===== src/hdl/drm_pkg.sv =====
// Package with ring sizes, descriptor bit constants and shared types of the descriptor ring manager.
`default_nettype none

package drm_pkg;

  // Ring sizes and receive buffer size.
  localparam int unsigned TX_DEPTH  = 8;
  localparam int unsigned RX_DEPTH  = 16;
  localparam int unsigned BUF_BYTES = 2048;

  localparam int unsigned TX_PTR_W = (TX_DEPTH > 1) ? $clog2(TX_DEPTH) : 1;
  localparam int unsigned TX_CNT_W = $clog2(TX_DEPTH + 1);
  localparam int unsigned RX_PTR_W = (RX_DEPTH > 1) ? $clog2(RX_DEPTH) : 1;

  localparam int unsigned FUNC_W = 2;
  localparam int unsigned WORD_W = 16;
  localparam int unsigned IDX_W  = 4;
  localparam int unsigned OUTC_W = 4;

  // Descriptor status bits.
  localparam logic [WORD_W-1:0] BD_READY   = 16'h8000;
  localparam logic [WORD_W-1:0] BD_WRAP    = 16'h2000;
  localparam logic [WORD_W-1:0] BD_LAST    = 16'h0800;
  localparam logic [WORD_W-1:0] BD_FIRST   = 16'h0400;
  localparam logic [WORD_W-1:0] BD_CRC     = 16'h0400;
  localparam logic [WORD_W-1:0] BD_ERRMASK = 16'h003f;
  localparam logic [WORD_W-1:0] BD_CRCERR  = 16'h0004;

  localparam logic [WORD_W-1:0] MIN_FRAME  = 16'd60;
  localparam logic [WORD_W-1:0] MIN_RX_LEN = 16'd18;
  localparam logic [WORD_W-1:0] FCS_BYTES  = 16'd4;
  localparam logic [WORD_W-1:0] BUF_LEN    = WORD_W'(BUF_BYTES);

  typedef enum logic [FUNC_W-1:0] {
    FN_TX_REQ = 2'd0,
    FN_REAP   = 2'd1,
    FN_RX_CHK = 2'd2,
    FN_RSVD   = 2'd3
  } func_t;

  typedef enum logic [OUTC_W-1:0] {
    OC_QUEUED    = 4'd0,
    OC_OVERSIZE  = 4'd1,
    OC_BUSY      = 4'd2,
    OC_REAPED    = 4'd3,
    OC_PENDING   = 4'd4,
    OC_TX_EMPTY  = 4'd5,
    OC_RX_EMPTY  = 4'd6,
    OC_DELIVERED = 4'd7,
    OC_RX_ERROR  = 4'd8
  } outcome_t;

  // Commands from the controller to the datapath.
  typedef struct packed {
    logic load_item;
    logic execute;
  } drm_cmd_t;

  // Status from the datapath to the controller.
  typedef struct packed {
    logic has_result;
  } drm_sts_t;

endpackage

`default_nettype wire


===== src/hdl/drm_if.sv =====
// Valid/ready channel interfaces for request items and result items.
`default_nettype none

interface drm_in_if;
  import drm_pkg::*;
  logic                valid;
  logic                ready;
  logic [FUNC_W-1:0]   func;
  logic [WORD_W-1:0]   frame_len;
  logic [WORD_W-1:0]   desc_status;
  logic [WORD_W-1:0]   desc_length;

  modport source (output valid, func, frame_len, desc_status, desc_length, input ready);
  modport sink   (input valid, func, frame_len, desc_status, desc_length, output ready);
endinterface

interface drm_out_if;
  import drm_pkg::*;
  logic                valid;
  logic                ready;
  logic [OUTC_W-1:0]   outcome;
  logic [IDX_W-1:0]    desc_index;
  logic [WORD_W-1:0]   status_write;
  logic [WORD_W-1:0]   length_write;
  logic                crc_error;
  logic                queue_stopped;
  logic                kick_dma;
  logic [IDX_W-1:0]    tx_in_use;

  modport source (output valid, outcome, desc_index, status_write, length_write, crc_error,
                  queue_stopped, kick_dma, tx_in_use, input ready);
  modport sink   (input valid, outcome, desc_index, status_write, length_write, crc_error,
                  queue_stopped, kick_dma, tx_in_use, output ready);
endinterface

`default_nettype wire


===== src/hdl/descriptor_ring_manager.sv =====
// Top level of the descriptor ring manager: controller plus datapath on valid/ready channels.
// An accepted item is captured, then executes once the result register is free and loads its
// result into the result register; a result still waiting delays execution.
// A new item is taken only after the last one has executed, so capture and execute alternate;
// a result waiting downstream holds execution of the following item, not its acceptance.
// Reset: synchronous active-low rst_n clears the ring pointers, used count and stop flag.
`default_nettype none

module descriptor_ring_manager
  import drm_pkg::*;
(
  input  wire logic   clk,
  input  wire logic   rst_n,
  drm_in_if.sink      in_ch,
  drm_out_if.source   out_ch
);

  // Command and status link between the sequencing controller and the datapath.
  drm_cmd_t cmd;
  drm_sts_t sts;

  // The controller owns the handshake: it takes an item into the capture registers,
  // then runs it through the datapath once the result register can accept a new result.
  // Items with the reserved function code update nothing and produce no result item.
  drm_ctrl u_ctrl (
    .clk       (clk),
    .rst_n     (rst_n),
    .in_valid  (in_ch.valid),
    .in_ready  (in_ch.ready),
    .out_valid (out_ch.valid),
    .out_ready (out_ch.ready),
    .sts       (sts),
    .cmd       (cmd)
  );

  // The datapath keeps the transmit and receive ring state and the registered result fields.
  drm_datapath u_datapath (
    .clk               (clk),
    .rst_n             (rst_n),
    .cmd               (cmd),
    .sts               (sts),
    .in_func           (in_ch.func),
    .in_frame_len      (in_ch.frame_len),
    .in_desc_status    (in_ch.desc_status),
    .in_desc_length    (in_ch.desc_length),
    .out_outcome       (out_ch.outcome),
    .out_desc_index    (out_ch.desc_index),
    .out_status_write  (out_ch.status_write),
    .out_length_write  (out_ch.length_write),
    .out_crc_error     (out_ch.crc_error),
    .out_queue_stopped (out_ch.queue_stopped),
    .out_kick_dma      (out_ch.kick_dma),
    .out_tx_in_use     (out_ch.tx_in_use)
  );

endmodule

`default_nettype wire


===== src/hdl/drm_ctrl.sv =====
// Controller state machine that sequences item capture, execution and result handoff.
`default_nettype none

module drm_ctrl
  import drm_pkg::*;
(
  input  wire logic     clk,
  input  wire logic     rst_n,
  input  wire logic     in_valid,
  output logic          in_ready,
  output logic          out_valid,
  input  wire logic     out_ready,
  input  wire drm_sts_t sts,
  output drm_cmd_t      cmd
);

  typedef enum logic {
    ST_IDLE,
    ST_EXEC
  } state_t;

  state_t state_r;
  logic   in_ready_r;
  logic   out_valid_r;
  logic   slot_free;

  // The result register can take a new result when empty or being drained.
  assign slot_free     = !out_valid_r || out_ready;
  assign cmd.load_item = in_valid && in_ready_r;
  assign cmd.execute   = (state_r == ST_EXEC) && slot_free;
  assign in_ready      = in_ready_r;
  assign out_valid     = out_valid_r;

  always_ff @(posedge clk) begin
    if (!rst_n) begin
      state_r     <= ST_IDLE;
      in_ready_r  <= 1'b1;
      out_valid_r <= 1'b0;
    end else begin
      case (state_r)
        ST_IDLE: begin
          if (cmd.load_item) begin
            state_r    <= ST_EXEC;
            in_ready_r <= 1'b0;
          end
          if (out_valid_r && out_ready) begin
            out_valid_r <= 1'b0;
          end
        end
        ST_EXEC: begin
          if (cmd.execute) begin
            state_r     <= ST_IDLE;
            in_ready_r  <= 1'b1;
            out_valid_r <= sts.has_result;
          end
        end
        default: begin
          state_r    <= ST_IDLE;
          in_ready_r <= 1'b1;
        end
      endcase
    end
  end

`ifndef NO_ASSERTIONS
  a_ready_only_idle: assert property (@(posedge clk) disable iff (!rst_n)
    in_ready_r |-> (state_r == ST_IDLE))
    else $error("input ready outside idle state");

  a_exec_waits: assert property (@(posedge clk) disable iff (!rst_n)
    (state_r == ST_EXEC && out_valid_r && !out_ready) |=> (state_r == ST_EXEC && out_valid_r))
    else $error("execution did not wait for a blocked result");

  a_item_executes: assert property (@(posedge clk) disable iff (!rst_n)
    cmd.load_item |=> (state_r == ST_EXEC))
    else $error("accepted item was not scheduled for execution");
`endif

endmodule

`default_nettype wire


===== src/hdl/drm_datapath.sv =====
// Datapath holding ring pointers, item capture registers and the result register.
`default_nettype none

module drm_datapath
  import drm_pkg::*;
(
  input  wire logic              clk,
  input  wire logic              rst_n,
  input  wire drm_cmd_t          cmd,
  output drm_sts_t               sts,
  input  wire logic [FUNC_W-1:0] in_func,
  input  wire logic [WORD_W-1:0] in_frame_len,
  input  wire logic [WORD_W-1:0] in_desc_status,
  input  wire logic [WORD_W-1:0] in_desc_length,
  output logic [OUTC_W-1:0]      out_outcome,
  output logic [IDX_W-1:0]       out_desc_index,
  output logic [WORD_W-1:0]      out_status_write,
  output logic [WORD_W-1:0]      out_length_write,
  output logic                   out_crc_error,
  output logic                   out_queue_stopped,
  output logic                   out_kick_dma,
  output logic [IDX_W-1:0]       out_tx_in_use
);

  localparam logic [TX_PTR_W-1:0] TX_LAST = TX_PTR_W'(TX_DEPTH - 1);
  localparam logic [RX_PTR_W-1:0] RX_LAST = RX_PTR_W'(RX_DEPTH - 1);
  localparam logic [TX_CNT_W-1:0] TX_FULL = TX_CNT_W'(TX_DEPTH);

  // Captured item.
  func_t             func_r;
  logic [WORD_W-1:0] frame_len_r;
  logic [WORD_W-1:0] desc_status_r;
  logic [WORD_W-1:0] desc_length_r;

  // Ring state.
  logic [TX_PTR_W-1:0] tx_head_r, tx_head_nxt;
  logic [TX_PTR_W-1:0] tx_tail_r, tx_tail_nxt;
  logic [TX_CNT_W-1:0] tx_used_r, tx_used_nxt;
  logic [RX_PTR_W-1:0] rx_slot_r, rx_slot_nxt;
  logic                stopped_r, stopped_nxt;

  // Result register.
  logic [OUTC_W-1:0] outcome_r, outcome_nxt;
  logic [IDX_W-1:0]  index_r, index_nxt;
  logic [WORD_W-1:0] status_wr_r, status_wr_nxt;
  logic [WORD_W-1:0] length_wr_r, length_wr_nxt;
  logic              crc_r, crc_nxt;
  logic              kick_r, kick_nxt;
  logic              stopped_out_r;
  logic [IDX_W-1:0]  in_use_r;

  logic [WORD_W-1:0] pad_len;
  logic              rx_bad;

  assign sts.has_result = (func_r != FN_RSVD);

  assign pad_len = (frame_len_r < MIN_FRAME) ? MIN_FRAME : frame_len_r;
  assign rx_bad  = ((desc_status_r & BD_ERRMASK) != '0)
                || ((desc_status_r & (BD_FIRST | BD_LAST)) != (BD_FIRST | BD_LAST))
                || (desc_length_r < MIN_RX_LEN) || (desc_length_r > BUF_LEN);

  always_comb begin
    tx_head_nxt   = tx_head_r;
    tx_tail_nxt   = tx_tail_r;
    tx_used_nxt   = tx_used_r;
    rx_slot_nxt   = rx_slot_r;
    stopped_nxt   = stopped_r;
    outcome_nxt   = OC_QUEUED;
    index_nxt     = '0;
    status_wr_nxt = '0;
    length_wr_nxt = '0;
    crc_nxt       = 1'b0;
    kick_nxt      = 1'b0;
    case (func_r)
      FN_TX_REQ: begin
        index_nxt = IDX_W'(tx_head_r);
        if (pad_len > BUF_LEN) begin
          outcome_nxt = OC_OVERSIZE;
        end else if (tx_used_r >= TX_FULL) begin
          stopped_nxt = 1'b1;
          outcome_nxt = OC_BUSY;
        end else begin
          status_wr_nxt = BD_READY | BD_LAST | BD_CRC
                        | ((tx_head_r == TX_LAST) ? BD_WRAP : '0);
          length_wr_nxt = pad_len;
          kick_nxt      = 1'b1;
          tx_head_nxt   = (tx_head_r == TX_LAST) ? '0 : TX_PTR_W'(tx_head_r + 1'b1);
          tx_used_nxt   = TX_CNT_W'(tx_used_r + 1'b1);
          if (tx_used_nxt == TX_FULL) begin
            stopped_nxt = 1'b1;
          end
          outcome_nxt = OC_QUEUED;
        end
      end
      FN_REAP: begin
        index_nxt = IDX_W'(tx_tail_r);
        if (tx_used_r == '0) begin
          outcome_nxt = OC_TX_EMPTY;
        end else if ((desc_status_r & BD_READY) != '0) begin
          outcome_nxt = OC_PENDING;
        end else begin
          tx_tail_nxt = (tx_tail_r == TX_LAST) ? '0 : TX_PTR_W'(tx_tail_r + 1'b1);
          tx_used_nxt = TX_CNT_W'(tx_used_r - 1'b1);
          outcome_nxt = OC_REAPED;
        end
        // Wake the queue once the ring has room again.
        if (stopped_r && (tx_used_nxt < TX_FULL)) begin
          stopped_nxt = 1'b0;
        end
      end
      FN_RX_CHK: begin
        index_nxt = IDX_W'(rx_slot_r);
        if ((desc_status_r & BD_READY) != '0) begin
          outcome_nxt = OC_RX_EMPTY;
        end else begin
          if (rx_bad) begin
            outcome_nxt = OC_RX_ERROR;
            crc_nxt     = ((desc_status_r & BD_CRCERR) != '0);
          end else begin
            outcome_nxt   = OC_DELIVERED;
            length_wr_nxt = desc_length_r - FCS_BYTES;
          end
          status_wr_nxt = BD_READY | ((rx_slot_r == RX_LAST) ? BD_WRAP : '0);
          kick_nxt      = 1'b1;
          rx_slot_nxt   = (rx_slot_r == RX_LAST) ? '0 : RX_PTR_W'(rx_slot_r + 1'b1);
        end
      end
      default: begin
      end
    endcase
  end

  always_ff @(posedge clk) begin
    if (cmd.load_item) begin
      func_r        <= func_t'(in_func);
      frame_len_r   <= in_frame_len;
      desc_status_r <= in_desc_status;
      desc_length_r <= in_desc_length;
    end
  end

  always_ff @(posedge clk) begin
    if (!rst_n) begin
      tx_head_r <= '0;
      tx_tail_r <= '0;
      tx_used_r <= '0;
      rx_slot_r <= '0;
      stopped_r <= 1'b0;
    end else if (cmd.execute) begin
      tx_head_r <= tx_head_nxt;
      tx_tail_r <= tx_tail_nxt;
      tx_used_r <= tx_used_nxt;
      rx_slot_r <= rx_slot_nxt;
      stopped_r <= stopped_nxt;
    end
  end

  always_ff @(posedge clk) begin
    if (cmd.execute && sts.has_result) begin
      outcome_r     <= outcome_nxt;
      index_r       <= index_nxt;
      status_wr_r   <= status_wr_nxt;
      length_wr_r   <= length_wr_nxt;
      crc_r         <= crc_nxt;
      kick_r        <= kick_nxt;
      stopped_out_r <= stopped_nxt;
      in_use_r      <= IDX_W'(tx_used_nxt);
    end
  end

  assign out_outcome       = outcome_r;
  assign out_desc_index    = index_r;
  assign out_status_write  = status_wr_r;
  assign out_length_write  = length_wr_r;
  assign out_crc_error     = crc_r;
  assign out_queue_stopped = stopped_out_r;
  assign out_kick_dma      = kick_r;
  assign out_tx_in_use     = in_use_r;

`ifndef NO_ASSERTIONS
  a_used_bound: assert property (@(posedge clk) disable iff (!rst_n)
    tx_used_r <= TX_FULL)
    else $error("transmit used count beyond ring depth");

  a_ptrs_meet: assert property (@(posedge clk) disable iff (!rst_n)
    (tx_used_r == '0 || tx_used_r == TX_FULL) |-> (tx_head_r == tx_tail_r))
    else $error("head and tail disagree with used count");

  a_stop_full: assert property (@(posedge clk) disable iff (!rst_n)
    stopped_r |-> (tx_used_r == TX_FULL))
    else $error("queue stopped while ring has room");
`endif

endmodule

`default_nettype wire


===== src/flat_wrapper.sv =====
// flat-port wrapper written by rule: the top's interface ports become plain ports
module descriptor_ring_manager_flat import drm_pkg::*;
  (clk, rst_n, in_ch_valid, in_ch_func, in_ch_frame_len, in_ch_desc_status, in_ch_desc_length, in_ch_ready, out_ch_valid, out_ch_outcome, out_ch_desc_index, out_ch_status_write, out_ch_length_write, out_ch_crc_error, out_ch_queue_stopped, out_ch_kick_dma, out_ch_tx_in_use, out_ch_ready);
  drm_in_if in_ch_i ();
  drm_out_if out_ch_i ();
  input  wire logic clk;
  input  wire logic rst_n;
  input wire logic [$bits(in_ch_i.valid)-1:0] in_ch_valid;
  input wire logic [$bits(in_ch_i.func)-1:0] in_ch_func;
  input wire logic [$bits(in_ch_i.frame_len)-1:0] in_ch_frame_len;
  input wire logic [$bits(in_ch_i.desc_status)-1:0] in_ch_desc_status;
  input wire logic [$bits(in_ch_i.desc_length)-1:0] in_ch_desc_length;
  output wire logic [$bits(in_ch_i.ready)-1:0] in_ch_ready;
  output wire logic [$bits(out_ch_i.valid)-1:0] out_ch_valid;
  output wire logic [$bits(out_ch_i.outcome)-1:0] out_ch_outcome;
  output wire logic [$bits(out_ch_i.desc_index)-1:0] out_ch_desc_index;
  output wire logic [$bits(out_ch_i.status_write)-1:0] out_ch_status_write;
  output wire logic [$bits(out_ch_i.length_write)-1:0] out_ch_length_write;
  output wire logic [$bits(out_ch_i.crc_error)-1:0] out_ch_crc_error;
  output wire logic [$bits(out_ch_i.queue_stopped)-1:0] out_ch_queue_stopped;
  output wire logic [$bits(out_ch_i.kick_dma)-1:0] out_ch_kick_dma;
  output wire logic [$bits(out_ch_i.tx_in_use)-1:0] out_ch_tx_in_use;
  input wire logic [$bits(out_ch_i.ready)-1:0] out_ch_ready;
  assign in_ch_i.valid = in_ch_valid;
  assign in_ch_i.func = in_ch_func;
  assign in_ch_i.frame_len = in_ch_frame_len;
  assign in_ch_i.desc_status = in_ch_desc_status;
  assign in_ch_i.desc_length = in_ch_desc_length;
  assign in_ch_ready = in_ch_i.ready;
  assign out_ch_valid = out_ch_i.valid;
  assign out_ch_outcome = out_ch_i.outcome;
  assign out_ch_desc_index = out_ch_i.desc_index;
  assign out_ch_status_write = out_ch_i.status_write;
  assign out_ch_length_write = out_ch_i.length_write;
  assign out_ch_crc_error = out_ch_i.crc_error;
  assign out_ch_queue_stopped = out_ch_i.queue_stopped;
  assign out_ch_kick_dma = out_ch_i.kick_dma;
  assign out_ch_tx_in_use = out_ch_i.tx_in_use;
  assign out_ch_i.ready = out_ch_ready;
  descriptor_ring_manager u_core (.clk(clk), .rst_n(rst_n), .in_ch(in_ch_i), .out_ch(out_ch_i));
endmodule

===== config.mk =====
export PLATFORM = sky130hd
export DESIGN_NAME = descriptor_ring_manager_flat
export DESIGN_NICKNAME = d
export VERILOG_FILES = /design/src/hdl/drm_pkg.sv /design/src/hdl/drm_if.sv /design/src/hdl/descriptor_ring_manager.sv /design/src/hdl/drm_ctrl.sv /design/src/hdl/drm_datapath.sv /design/src/flat_wrapper.sv
export SDC_FILE = /design/constraint.sdc
export NUM_CORES = 1
export LEC_CHECK = 0
export BUFFER_PORTS_ARGS = -buffer_cell sky130_fd_sc_hd__buf_2
export CAP_MARGIN = 20
export CORE_ASPECT_RATIO = 1.5
export CORE_MARGIN = 2
export CORE_UTILIZATION = 55
export CTS_BUF_LIST = sky130_fd_sc_hd__clkbuf_8
export DETAILED_ROUTE_END_ITERATION = 10
export PLACE_DENSITY = 0.82
export SLEW_MARGIN = 30
export SYNTH_ARGS = -nofsm -noshare
export SYNTH_HDL_FRONTEND = slang
export SYNTH_HIERARCHICAL = 1
export SYNTH_SLANG_ARGS = --single-unit

===== constraint.sdc =====
create_clock -name clk -period 2.55 [get_ports clk]
set_input_delay 0.255 -clock clk [delete_from_list [all_inputs] [get_ports clk]]
set_output_delay 0.255 -clock clk [all_outputs]
set_load 0.01 [all_outputs]

# --- Yosys cells after proc, flatten, opt, wreduce, memory -nomap -nowiden ---
# Index checks and enable logic that the tools add are counted.
word_totals:
  regBits: 115
  inputBits: 54
  out_inout_bits: 49
  wordCells: 116
op_classes:
  n_addsub: 6
  order_cmp: 6
  n_eq_ne: 11
  mux: 47
  n_bitwise: 7
  reduce_logical: 19
op_table:
  columns: ["cell", "n"]
  rows:
  - ["$mux W16", 8]
  - ["$pmux W16 S2", 2]
  - ["$gt A16 B12 Y1 const B", 2]
  - ["$mux W4", 8]
  - ["$mux W14", 2]
  - ["$pmux W4 S3", 2]
  - ["$lt A16 B5 Y1 const B", 1]
  - ["$lt A16 B6 Y1 const B", 1]
  - ["$reduce_bool A16 Y1", 1]
  - ["$sub A16 B3 Y16 const B", 1]
  - ["$mux W1", 13]
  - ["$mux W3", 4]
  - ["$pmux W1 S2", 5]
  - ["$add A4 B1 Y4 const B", 2]
  - ["$eq A4 B4 Y1 const B", 2]
  - ["$ne A2 B2 Y1 const B", 4]
  - ["$pmux W4 S2", 1]
  - ["$reduce_and A4 Y1", 2]
  - ["$not A1 Y1", 7]
  - ["$add A3 B1 Y3 const B", 2]
  - ["$eq A3 B3 Y1 const B", 2]
  - ["$logic_and A1 B1 Y1", 5]
  - ["$ge A4 B4 Y1 const B", 1]
  - ["$logic_not A4 Y1", 1]
  - ["other kinds (12)", 17]

# --- Logic depth before layout (Yosys ltp) ---
# Gate-level depths: netlist of run 1.
logic_depth:
  depth_word: 8
  ltp_mapped: 7
  ltp_nobuf: 7

# --- By module ---
# Netlist of run 1, hierarchy kept.
by_module_without_submodules:
  columns: ["mod", "n_inst", "cells_each", "area_each_um2", "seq_area_each_um2"]
  rows:
  - ["drm_datapath", 1, 312, 4007.6, 2582.5]
  - ["drm_ctrl", 1, 15, 138.9, 60.1]

# --- Worst setup path before layout of run 1 ---
# OpenSTA, ideal clock, no wires.
synth_timing:
  path_kind: "flip-flop to flip-flop"
  from: "register u_core.u_datapath.desc_length_r[8]"
  to: "register u_core.u_datapath.crc_r, in the netlist u_core/u_datapath/out_crc_error, data pin"
  setup_time_ns: 0.255
  arrival_time_ns: 1.774
  t_required_ns: 2.295
  path_slack_ns: 0.521
  path_stages_with_launch: 6
  n_path_buf: 0
  period_less_slack_ns: 2.029
  cell_sequence: "edfxtp_1 or4_1 o41ai_1 o311a_1 nor2_1 and2_1"
synth_between:
  elab_chain_cells: 5
  word_cells_on_any_way: 6
  cone_classes: "2 x order compare; 1 x bitwise; 3 x reduce/logical"
synth_rtl:
  columns: ["item", "line_no", "rtl"]
  rows:
  - ["start, declared", "drm_datapath.sv:33", "logic [WORD_W-1:0] desc_length_r;"]
  - ["start signal, assigned", "drm_datapath.sv:138", "desc_length_r <= in_desc_length;"]
  - ["$lt A16 B5 Y1", "drm_datapath.sv:60", "|| (desc_length_r < MIN_RX_LEN) || (desc_length_r > BUF_LEN);"]
  - ["$logic_or A1 B1 Y1", "drm_datapath.sv:60", null]
  - ["$logic_or A1 B1 Y1 (*)", "drm_datapath.sv:60", null]
  - ["$not A1 Y1 (no source line) (*)", null, null]
  - ["$reduce_or A3 Y1 (no source line) (*)", null, null]
  - ["end signal, assigned", "drm_datapath.sv:164", "crc_r <= crc_nxt;"]
  - ["end, declared", "drm_datapath.sv:47", "logic crc_r, crc_nxt;"]
# Mark *: on every way between the ends. The rest lies on a longest branch, timed or not.
# A chain may end at the register's enable or synchronous reset.

# --- Worst setup path in the final report of run 1 ---
layout_timing:
  from: "register u_core.u_datapath.desc_length_r[8]"
  to: "register u_core.u_datapath.length_wr_r[9], in the netlist u_core/u_datapath/out_length_write[9], data pin"
layout_between:
  elab_chain_cells: 6
  word_cells_on_any_way: 8
  cone_classes: "1 x add/sub; 2 x order compare; 3 x mux; 2 x reduce/logical"
layout_rtl:
  columns: ["item", "line_no", "rtl"]
  rows:
  - ["$lt A16 B5 Y1", "drm_datapath.sv:60", null]
  - ["$logic_or A1 B1 Y1 (2 in series)", "drm_datapath.sv:60", null]
  - ["$mux W16 (*)", "drm_datapath.sv:116", "if (rx_bad) begin"]
  - ["$mux W16 (*)", "drm_datapath.sv:113", "if ((desc_status_r & BD_READY) != '0) begin"]
  - ["$pmux W16 S2 (*)", "drm_datapath.sv:74", "case (func_r)"]
  - ["net u_core.u_datapath.length_wr_nxt[9]", "drm_datapath.sv:46", "logic [WORD_W-1:0] length_wr_r, length_wr_nxt;"]
  - ["end signal, assigned", "drm_datapath.sv:163", "length_wr_r <= length_wr_nxt;"]
  - ["end, declared", "drm_datapath.sv:46", null]
# The timed path passes the listed nets; every way through them passes the cells marked *.

==> out/qor.yml, run 1 <==
placed_design:
  placed_cell_area_um2: 4640
  dp_hpwl_um: 5640
  place_inst: 508
  io_buffers: 83
  pre_cts_ws_ps: 295
  globalplace.congestion: 0.915
critical_path:
  crit_path_start_kind: "flip-flop"
  path_buf_inv: 0
  critPathTopFamily: "compound AO/OA/AOI/OAI gates"
  crit_chain: "or4_1, o41ai_1, o311a_1, nand2_2, o21ai_1"
  slowest_stage: "or4_1"
  crit_fanout: 10
  endpoint_kind: "flip-flop"
  worst-setup-path-type: "flip-flop to flip-flop"
  critPathRequiredTime_ps: 2760
  slowest_delay_ps: 600
  crit_arrival_ps: 2580
clock_network:
  cts_resized: 0
  worstSkewPairLatency_ps: 370
  path_clk_slew_ps: 80
  ctsHoldBuffers: 0
  cts_sinks: 94
  cts_root_buf: "clkbuf_8"
  cts_inserted_buffers: 9
  post_cts_buffers: 0
  cts_tree: "yes"
  clockBufferDepth: 2
  h-tree-depth: 3
timing:
  min_period_ps: 2370
  finClkSkew_ps: 9.59
  rsz0062_at_grt: "false"
  setup_viol_count_final: 0
  slew_headroom_pct: 51.6
  hold_violations: 0
  final.setup.worst_slack_ps: 177
  finalCritPeriodShare_pct: 93.0
  worst_pin_slew_ps: 708
  setup_tns_ps: 0
  maxSlewViolCount: 0
  fmax_ghz: 0.421
job:
  drv_cap: 0
grt:
  grt_pass1_wl_um: 12000
  use_met2_pct: 32.7
  grt_pass1_vias: 2650
  grtUsageMet3_pct: 6.18
  use_met1_pct: 22.2
  grt_use_total_pct: 19.9
  busiest_layer: "met2"
  grt-ovfl-total: 0
  grt_start_max_net_pins: 44
  antenna_found_initial: 0
synthesis:
  netlist_area_um2: 4150
  async_reset_ff_share_pct: 0
  synth_sequential_area_ratio_pct: 63.7
  synth_area_leaders: "edfxtp_1, dfxtp_1, nand2_1, ha_1, buf_4"
  synth-warning-count: 6
  yosysTopAreaCell: "edfxtp_1"
  ys.flop_type: "edfxtp_1"
  yosysTopAreaCellShare_pct: 55.0
  syn_area_per_cell_um2: 12.7
  syn_inst: 327
  synth_edf_count: 76
  synth_cell_types: 59
  ys_ff_latch: 94
power:
  ir_drop_mv: 0.612
  leakagePower_nw: 1.84
  cellPowerDensity_nw_per_um2: 610
routing:
  wl_um: 7630
  routedWlPerCell_um: 14.6
  num_vias: 2822
  drc: 0
  dr.pass1.iters: 4
  antenna_left: 0
  initialDrtViolationCount: 116
  via_per_inst: 5.39
cells_and_area:
  drive_gt1_share_pct: 26.7
  fillers: 553
  nets: 482
  final_area_um2: 4840
  syn2layout_area_growth_pct: 16.8
  diodes: 0
  utilization_pct: 66.6
  final_cells: 524
min_path:
  holdCritPathClass: "input pin to flip-flop"
floorplan:
  fp.dieW_um: 74.9
  die_area_um2: 8260
  rows: 38
  ios: 103
  start_util_pct: 57.0
  fp.coreArea_um2: 7270
  die_h_um: 110
outcome:
  status: "completed"
## power breakdown
part           internal, mW  switching [mW]  total (mW)
Combinational        0.0801           0.115       0.195
Sequential             1.73          0.0419        1.78
Clock                 0.500           0.483       0.983
Total                  2.31           0.640        2.96
## through the flow
step | hold WS, ps | power [mW]
final | 61.7 | 2.96
after global routing | 38.5 | 3.08
after CTS | 44.6 | 2.98
after detailed placement | 433 | 2.01
after global placement | 431 | 2.00
after floorplan | 326 | 1.93
## cells in the mapped netlist, drive strengths merged (4+ instances only)
master   n
nand2   32
xnor2    7
ha       9
nor2    17
nor3b    5
a21boi   6
inv      9
nand2b   7
nor3     8
dfxtp   18
nor4     5
clkbuf   6
o21ai   26
a21oi    6
mux2i    9
nand3    5
buf     16
edfxtp  76
nor2b    6
or4      4
and2     8
nand3b   5
## layout make-up
class | instances | area [um2] | share of cell area (%)
timing repair buffer | 88 | 453 | 9.35
multi-input combinational | 217 | 1390 | 28.6
sequential | 94 | 2640 | 54.6
clock buffer | 11 | 151 | 3.13
tap | 100 | 125 | 2.58
inverter | 9 | 33.8 | 0.698
clock inverter | 5 | 51.3 | 1.06
## cell families after synthesis
| kind of cell | Yosys count | synth area share [%] |
|---|---|---|
| AO/OA/AOI/OAI | 60 | 9.60 |
| XOR/XNOR | 9 | 1.90 |
| adder cells (fa/ha/maj) | 9 | 2.72 |
| buffers and inverters | 31 | 4.28 |
| flip-flops | 94 | 63.7 |
| multiplexers | 10 | 2.44 |
| other | 1 | 0.0904 |
| AND/OR/NAND/NOR | 113 | 15.2 |
## placed cells by master, fill, tap and decap left out, types with 4 or more instances in the layout
cell      instances
a21boi_0          4
a21oi_1           6
and2_1            6
buf_2            83
buf_4             5
clkbuf_8         11
conb_1           16
dfxtp_1          18
edfxtp_1         76
ha_1              9
inv_1            11
mux2i_1           9
nand2_1          31
nand2b_1          7
nand3_1           5
nand3b_1          5
nor2_1           17
nor2b_1           6
nor3_1            8
nor3b_1           5
nor4_1            5
o21ai_0          13
o21ai_1          13
xnor2_1           7
## worst paths after layout
kind                                                 from                                         endpoint  slack, ps  depth (start not counted)
max          u_core/u_datapath/desc_length_r[8]$_DFFE_PP_  u_core/u_datapath/out_length_write[9]$_DFFE_PP_        180                          5
min reg2reg      u_core/u_datapath/stopped_r$_SDFFE_PN0P_         u_core/u_datapath/stopped_r$_SDFFE_PN0P_        470                          2
max reg2reg  u_core/u_datapath/desc_length_r[8]$_DFFE_PP_  u_core/u_datapath/out_length_write[9]$_DFFE_PP_        180                          5
min                                 in_ch_desc_length[14]    u_core/u_datapath/desc_length_r[14]$_DFFE_PP_         60                          1
## routing by layer
metal | vias to the layer above | share of wire, %
li1 | 1370 | -
met1 | 1337 | 38
met2 | 94 | 54
met3 | 21 | 5.0
met4 | 0 | 3.6
met5 | - | 0
## worst reg2reg max path, stage by stage, from the launching register on
cell      delay, ps
edfxtp_1        430
or4_1           600
o41ai_1         440
o311a_1         380
nand2_2         180
o21ai_1         190
## sequential cells by signal (all words and copies together) (netlist names)
register	flops
u_core/u_datapath/desc_length_r	16
u_core/u_datapath/frame_len_r	16
u_core/u_datapath/out_length_write	16
u_core/u_datapath/desc_status_r	9
u_core/u_datapath/out_desc_index	4
u_core/u_datapath/out_outcome	4
u_core/u_datapath/out_tx_in_use	4
u_core/u_datapath/rx_slot_r	4
u_core/u_datapath/tx_used_r	4
u_core/u_datapath/tx_head_r	3
u_core/u_datapath/tx_tail_r	3
u_core/u_datapath/func_r	2
u_core/u_datapath/out_status_write	2
u_core/u_ctrl/in_ready	1
u_core/u_ctrl/out_valid	1
u_core/u_ctrl/state_r	1
u_core/u_datapath/out_crc_error	1
u_core/u_datapath/out_kick_dma	1
u_core/u_datapath/out_queue_stopped	1
u_core/u_datapath/stopped_r	1
Note: power is estimated with default switching activity, not from simulation.
==> run 2, diff against run 1 <==
CORE_UTILIZATION = 45   (was 55)
PLACE_DENSITY = 0.69   (was 0.82)
clock period = 2.92 ns   (was 2.55 ns; I/O delays follow)
==> run 2 against run 1 <==
  * Critical path depth did not move
  * Utilization fell by 12 points
  * Clock skew rose by 2.7 ps
  * Hold slack improved by 40 ps
  * Wire length fell by 1.1%
  * Count of clock-buffer cells in the layout did not move
  * Largest power group unchanged
  * Highest routed layer unchanged
==> out/qor.yml, run 2 (same netlist as run 1, synthesis figures left out) <==
clock_network:
  worstSkewPairLatency_ps: 360
  cts_tree: "yes"
  cts_sinks: 94
  h-tree-depth: 3
  path_clk_slew_ps: 90
  clockBufferDepth: 2
  cts_root_buf: "clkbuf_8"
  cts_inserted_buffers: 9
  ctsHoldBuffers: 0
  post_cts_buffers: 0
  cts_resized: 0
timing:
  setup_viol_count_final: 0
  finClkSkew_ps: 12.3
  min_period_ps: 2350
  rsz0062_at_grt: "false"
  final.setup.worst_slack_ps: 572
  slew_headroom_pct: 46.1
  fmax_ghz: 0.426
  hold_violations: 0
  finalCritPeriodShare_pct: 80.4
  worst_pin_slew_ps: 788
  maxSlewViolCount: 0
  setup_tns_ps: 0
floorplan:
  die_h_um: 122
  fp.dieW_um: 82.4
  start_util_pct: 46.7
  rows: 42
  ios: 103
  die_area_um2: 10000
  fp.coreArea_um2: 8880
cells_and_area:
  final_cells: 533
  final_cell_mix: "buf_2, edfxtp_1, nand2_1"
  fillers: 785
  diodes: 0
  drive_gt1_share_pct: 26.7
  mostFrequentLayoutCell: "buf_2"
  nets: 481
  final_area_um2: 4830
  syn2layout_area_growth_pct: 16.4
grt:
  grtUsageMet3_pct: 3.56
  use_met2_pct: 28.4
  use_met1_pct: 17.2
  grt_use_total_pct: 16.2
  grt-ovfl-total: 0
  grt_start_max_net_pins: 44
  grt_pass1_vias: 2600
  antenna_found_initial: 0
  grt_pass1_wl_um: 12000
  busiest_layer: "met2"
routing:
  antenna_left: 0
  num_vias: 2770
  routedWlPerCell_um: 14.2
  wl_um: 7540
  via_per_inst: 5.20
  initialDrtViolationCount: 276
  drc: 0
  dr.pass1.iters: 4
placed_design:
  pre_cts_ws_ps: 600
  place_inst: 517
  placed_cell_area_um2: 4640
  globalplace.congestion: 0.854
  io_buffers: 83
  dp_hpwl_um: 5620
critical_path:
  worst-setup-path-type: "flip-flop to flip-flop"
  critPathTopFamily: "compound AO/OA/AOI/OAI gates"
  r2r_slack_ps: 570
  path_buf_inv: 0
  endpoint_kind: "flip-flop"
  critPathRequiredTime_ps: 3120
  crit_chain: "or4_1, o41ai_1, o311a_1, nand2_2, o21ai_1"
  slowest_stage: "or4_1"
  crit_fanout: 10
  rr_worst_depth: 5
  crit_arrival_ps: 2550
  worstReg2RegStart: "u_core/u_datapath/desc_length_r[8]$_DFFE_PP_"
  slowest_delay_ps: 590
  crit_path_start_kind: "flip-flop"
  r2r_end: "u_core/u_datapath/out_length_write[8]$_DFFE_PP_"
power:
  leakagePower_nw: 1.81
  total_power_mw: 2.51
  cellPowerDensity_nw_per_um2: 519
  ir_drop_mv: 0.354
min_path:
  worstHoldEndpoint: "u_core/u_datapath/func_r[1]$_DFFE_PP_"
  holdCritPathClass: "input pin to flip-flop"
  hold_depth: 1
  hold_path_startpoint: "in_ch_func[1]"
outcome:
  status: "completed"
job:
  drv_cap: 0
run 2: metrics by stage:
stage	utilization, %	hold WS (ps)
floorplan	-	363
global placement	52.3	442
detailed placement	52.3	443
CTS	54.4	78.4
global route	54.4	78.4
finish	54.4	102
run 2: how the worst max path moves through the flow:
stage / cells after the start / slack, ps / endpoint / start
finish: 5 / 570 / u_core/u_datapath/out_length_write[8]$_DFFE_PP_ / u_core/u_datapath/desc_length_r[8]$_DFFE_PP_
global route: 5 / 490 / u_core/u_datapath/out_length_write[5]$_DFFE_PP_ / u_core/u_datapath/desc_length_r[8]$_DFFE_PP_
CTS: 5 / 590 / u_core/u_datapath/out_length_write[8]$_DFFE_PP_ / u_core/u_datapath/desc_length_r[8]$_DFFE_PP_
detailed placement: 5 / 600 / u_core/u_datapath/out_crc_error$_SDFFCE_PP0P_ / u_core/u_datapath/desc_length_r[8]$_DFFE_PP_
global placement: 5 / 670 / u_core/u_datapath/out_crc_error$_SDFFCE_PP0P_ / u_core/u_datapath/desc_length_r[8]$_DFFE_PP_
floorplan: 5 / 890 / u_core/u_datapath/out_crc_error$_SDFFCE_PP0P_ / u_core/u_datapath/desc_length_r[8]$_DFFE_PP_
run 2: cell type report:
type | instances | area, um2 | area share [%]
clock buffer | 11 | 151 | 3.14
clock inverter | 5 | 32.5 | 0.674
inverter | 9 | 33.8 | 0.700
multi-input combinational | 217 | 1390 | 28.7
sequential | 94 | 2640 | 54.7
tap | 110 | 138 | 2.85
timing repair buffer | 87 | 445 | 9.23
run 2: where the power goes:
group / internal [mW] / switching, mW
Sequential: 1.52 / 0.0386
Combinational: 0.0690 / 0.0968
Clock: 0.354 / 0.431
Total: 1.94 / 0.567
run 2: layer usage:
layer,vias up,routed length [um]
met1,1285,2880
li1,1367,-
met2,99,4110
met3,19,368
met5,-,0
met4,0,178
==> run 3, diff against run 2 <==
clock period = 2.4 ns   (was 2.92 ns; I/O delays follow)
==> run 3 against run 2 <==
  * Count of clock-buffer cells in the layout shrank 1
  * Sequential share of layout area is 0.89 points lower
  * Sequential cell count did not move
  * Cell count grew 0.94%
  * Hold slack got worse by 58 ps
  * Non-clock buffer count rose by 5
==> out/qor.yml, run 3 (same netlist as run 1, synthesis figures left out) <==
outcome:
  status: "completed"
power:
  seqPwrFrac_pct: 59.6
  p_comb_share_pct: 6.9
  leakagePower_nw: 1.85
  internal_power_mw: 2.45
  total_power_mw: 3.16
  cellPowerDensity_nw_per_um2: 644
  clkPwrFrac_pct: 33.5
  ir_drop_mv: 0.454
  p_sw_mw: 0.712
  switching_share_pct: 22.5
job:
  drv_cap: 0
timing:
  slew_headroom_pct: 60.6
  min_period_ps: 2270
  finalHoldWorstSlack_ps: 44.1
  hold_violations: 0
  setup_viol_count_final: 0
  setup_tns_ps: 0
  finClkSkew_ps: 10.6
  rsz0062_at_grt: "false"
  fmax_ghz: 0.441
  final.setup.worst_slack_ps: 131
  worst_pin_slew_ps: 583
  finalCritPeriodShare_pct: 94.5
  maxSlewViolCount: 0
routing:
  dr_wl_met2_um: 4180
  routed-wl-met3_um: 417
  antenna_left: 0
  num_vias: 2795
  initialDrtViolationCount: 153
  routedWlPerCell_um: 14.2
  dr.pass1.iters: 4
  top_layer: "met4"
  wl_um: 7630
  wl_met1_um: 2720
  via_per_inst: 5.20
  drc: 0
cells_and_area:
  final_cell_mix: "buf_2, edfxtp_1, nand2_1"
  nets: 486
  utilization_pct: 55.3
  final_area_um2: 4910
  mostFrequentLayoutCell: "buf_2"
  final_cells: 538
  drive_gt1_share_pct: 28.0
  syn2layout_area_growth_pct: 18.4
  multi_input_area_um2: 1390
  final-seq-area_um2: 2640
  diodes: 0
  fillers: 782
floorplan:
  die_area_um2: 10000
  rows: 42
  ios: 103
  start_util_pct: 46.7
  die_h_um: 122
  fp.dieW_um: 82.4
  fp.coreArea_um2: 8880
critical_path:
  slowest_stage: "nor3_1"
  slowest_delay_ps: 400
  worst-setup-path-type: "flip-flop to flip-flop"
  crit_arrival_ps: 2500
  critPathTopFamily: "simple AND/OR/NAND/NOR gates"
  critPathRequiredTime_ps: 2640
  crit_chain: "nor3_1, a41oi_1, nor4b_4, buf_4, nor2b_1, a32o_1"
  crit_fanout: 15
  endpoint_kind: "flip-flop"
  path_buf_inv: 1
  crit_path_start_kind: "flip-flop"
grt:
  grt_pass1_vias: 2705
  grt_start_max_net_pins: 31
  grt_pass1_wl_um: 12100
  grt_use_total_pct: 16.4
  grt-ovfl-total: 0
  antenna_found_initial: 0
clock_network:
  clockBufferDepth: 2
  h-tree-depth: 3
  path_clk_slew_ps: 90
  cts_sinks: 94
  cts_inserted_buffers: 9
  worstSkewPairLatency_ps: 360
  cts_root_buf: "clkbuf_8"
  ctsHoldBuffers: 0
  cts_tree: "yes"
placed_design:
  io_buffers: 83
  place_inst: 522
  globalplace.congestion: 0.881
  placed_cell_area_um2: 4690
  dp_hpwl_um: 5750
  pre_cts_ws_ps: 136
min_path:
  holdCritPathClass: "input pin to flip-flop"
[run 3: worst paths after layout]
kind                                                                         to                                   startpoint  slack, ps  depth (start not counted)
worst min-delay path              u_core/u_datapath/desc_status_r[15]$_DFFE_PP_                        in_ch_desc_status[15]         40                          1
worst max register to register  u_core/u_datapath/out_length_write[1]$_DFFE_PP_  u_core/u_datapath/frame_len_r[10]$_DFFE_PP_        130                          6
worst max-delay path            u_core/u_datapath/out_length_write[1]$_DFFE_PP_  u_core/u_datapath/frame_len_r[10]$_DFFE_PP_        130                          6
worst min register to register         u_core/u_datapath/stopped_r$_SDFFE_PN0P_     u_core/u_datapath/stopped_r$_SDFFE_PN0P_        460                          2
[run 3: final cells by class]
class	instances	area share, %
clock buffer	10	2.80
sequential	94	53.8
timing repair buffer	92	10.1
multi-input combinational	217	28.3
clock inverter	6	1.43
tap	110	2.80
inverter	9	0.688
[run 3: power by group through the flow]
stage	clock network [mW]	registers [mW]	logic (mW)
CTS	1.09	1.88	0.220
finish	1.06	1.88	0.218
detailed placement	0	1.92	0.219
global route	1.15	1.89	0.243
global placement	0	1.92	0.215
floorplan	0	1.92	0.124
[run 3: layer usage]
layer	track usage (%)	vias to the layer above
met1	16.9	1286
met2	28.4	107
met5	0	-
met4	11.3	0
met3	3.63	27
li1	-	1375
[run 3: worst register-to-register path, stage by stage, from the launching register on]
cell and delay, ps:
edfxtp_1 390, nor3_1 400, a41oi_1 370, nor4b_4 370, buf_4 260, nor2b_1 200, a32o_1 150
[run 3: repair_timing]
| item | in CTS | in global routing |
|---|---|---|
| gates resized for setup | 0 | 1 |
| endpoints found under the setup margin | 0 | 10 |
| setup buffers | 0 | 0 |
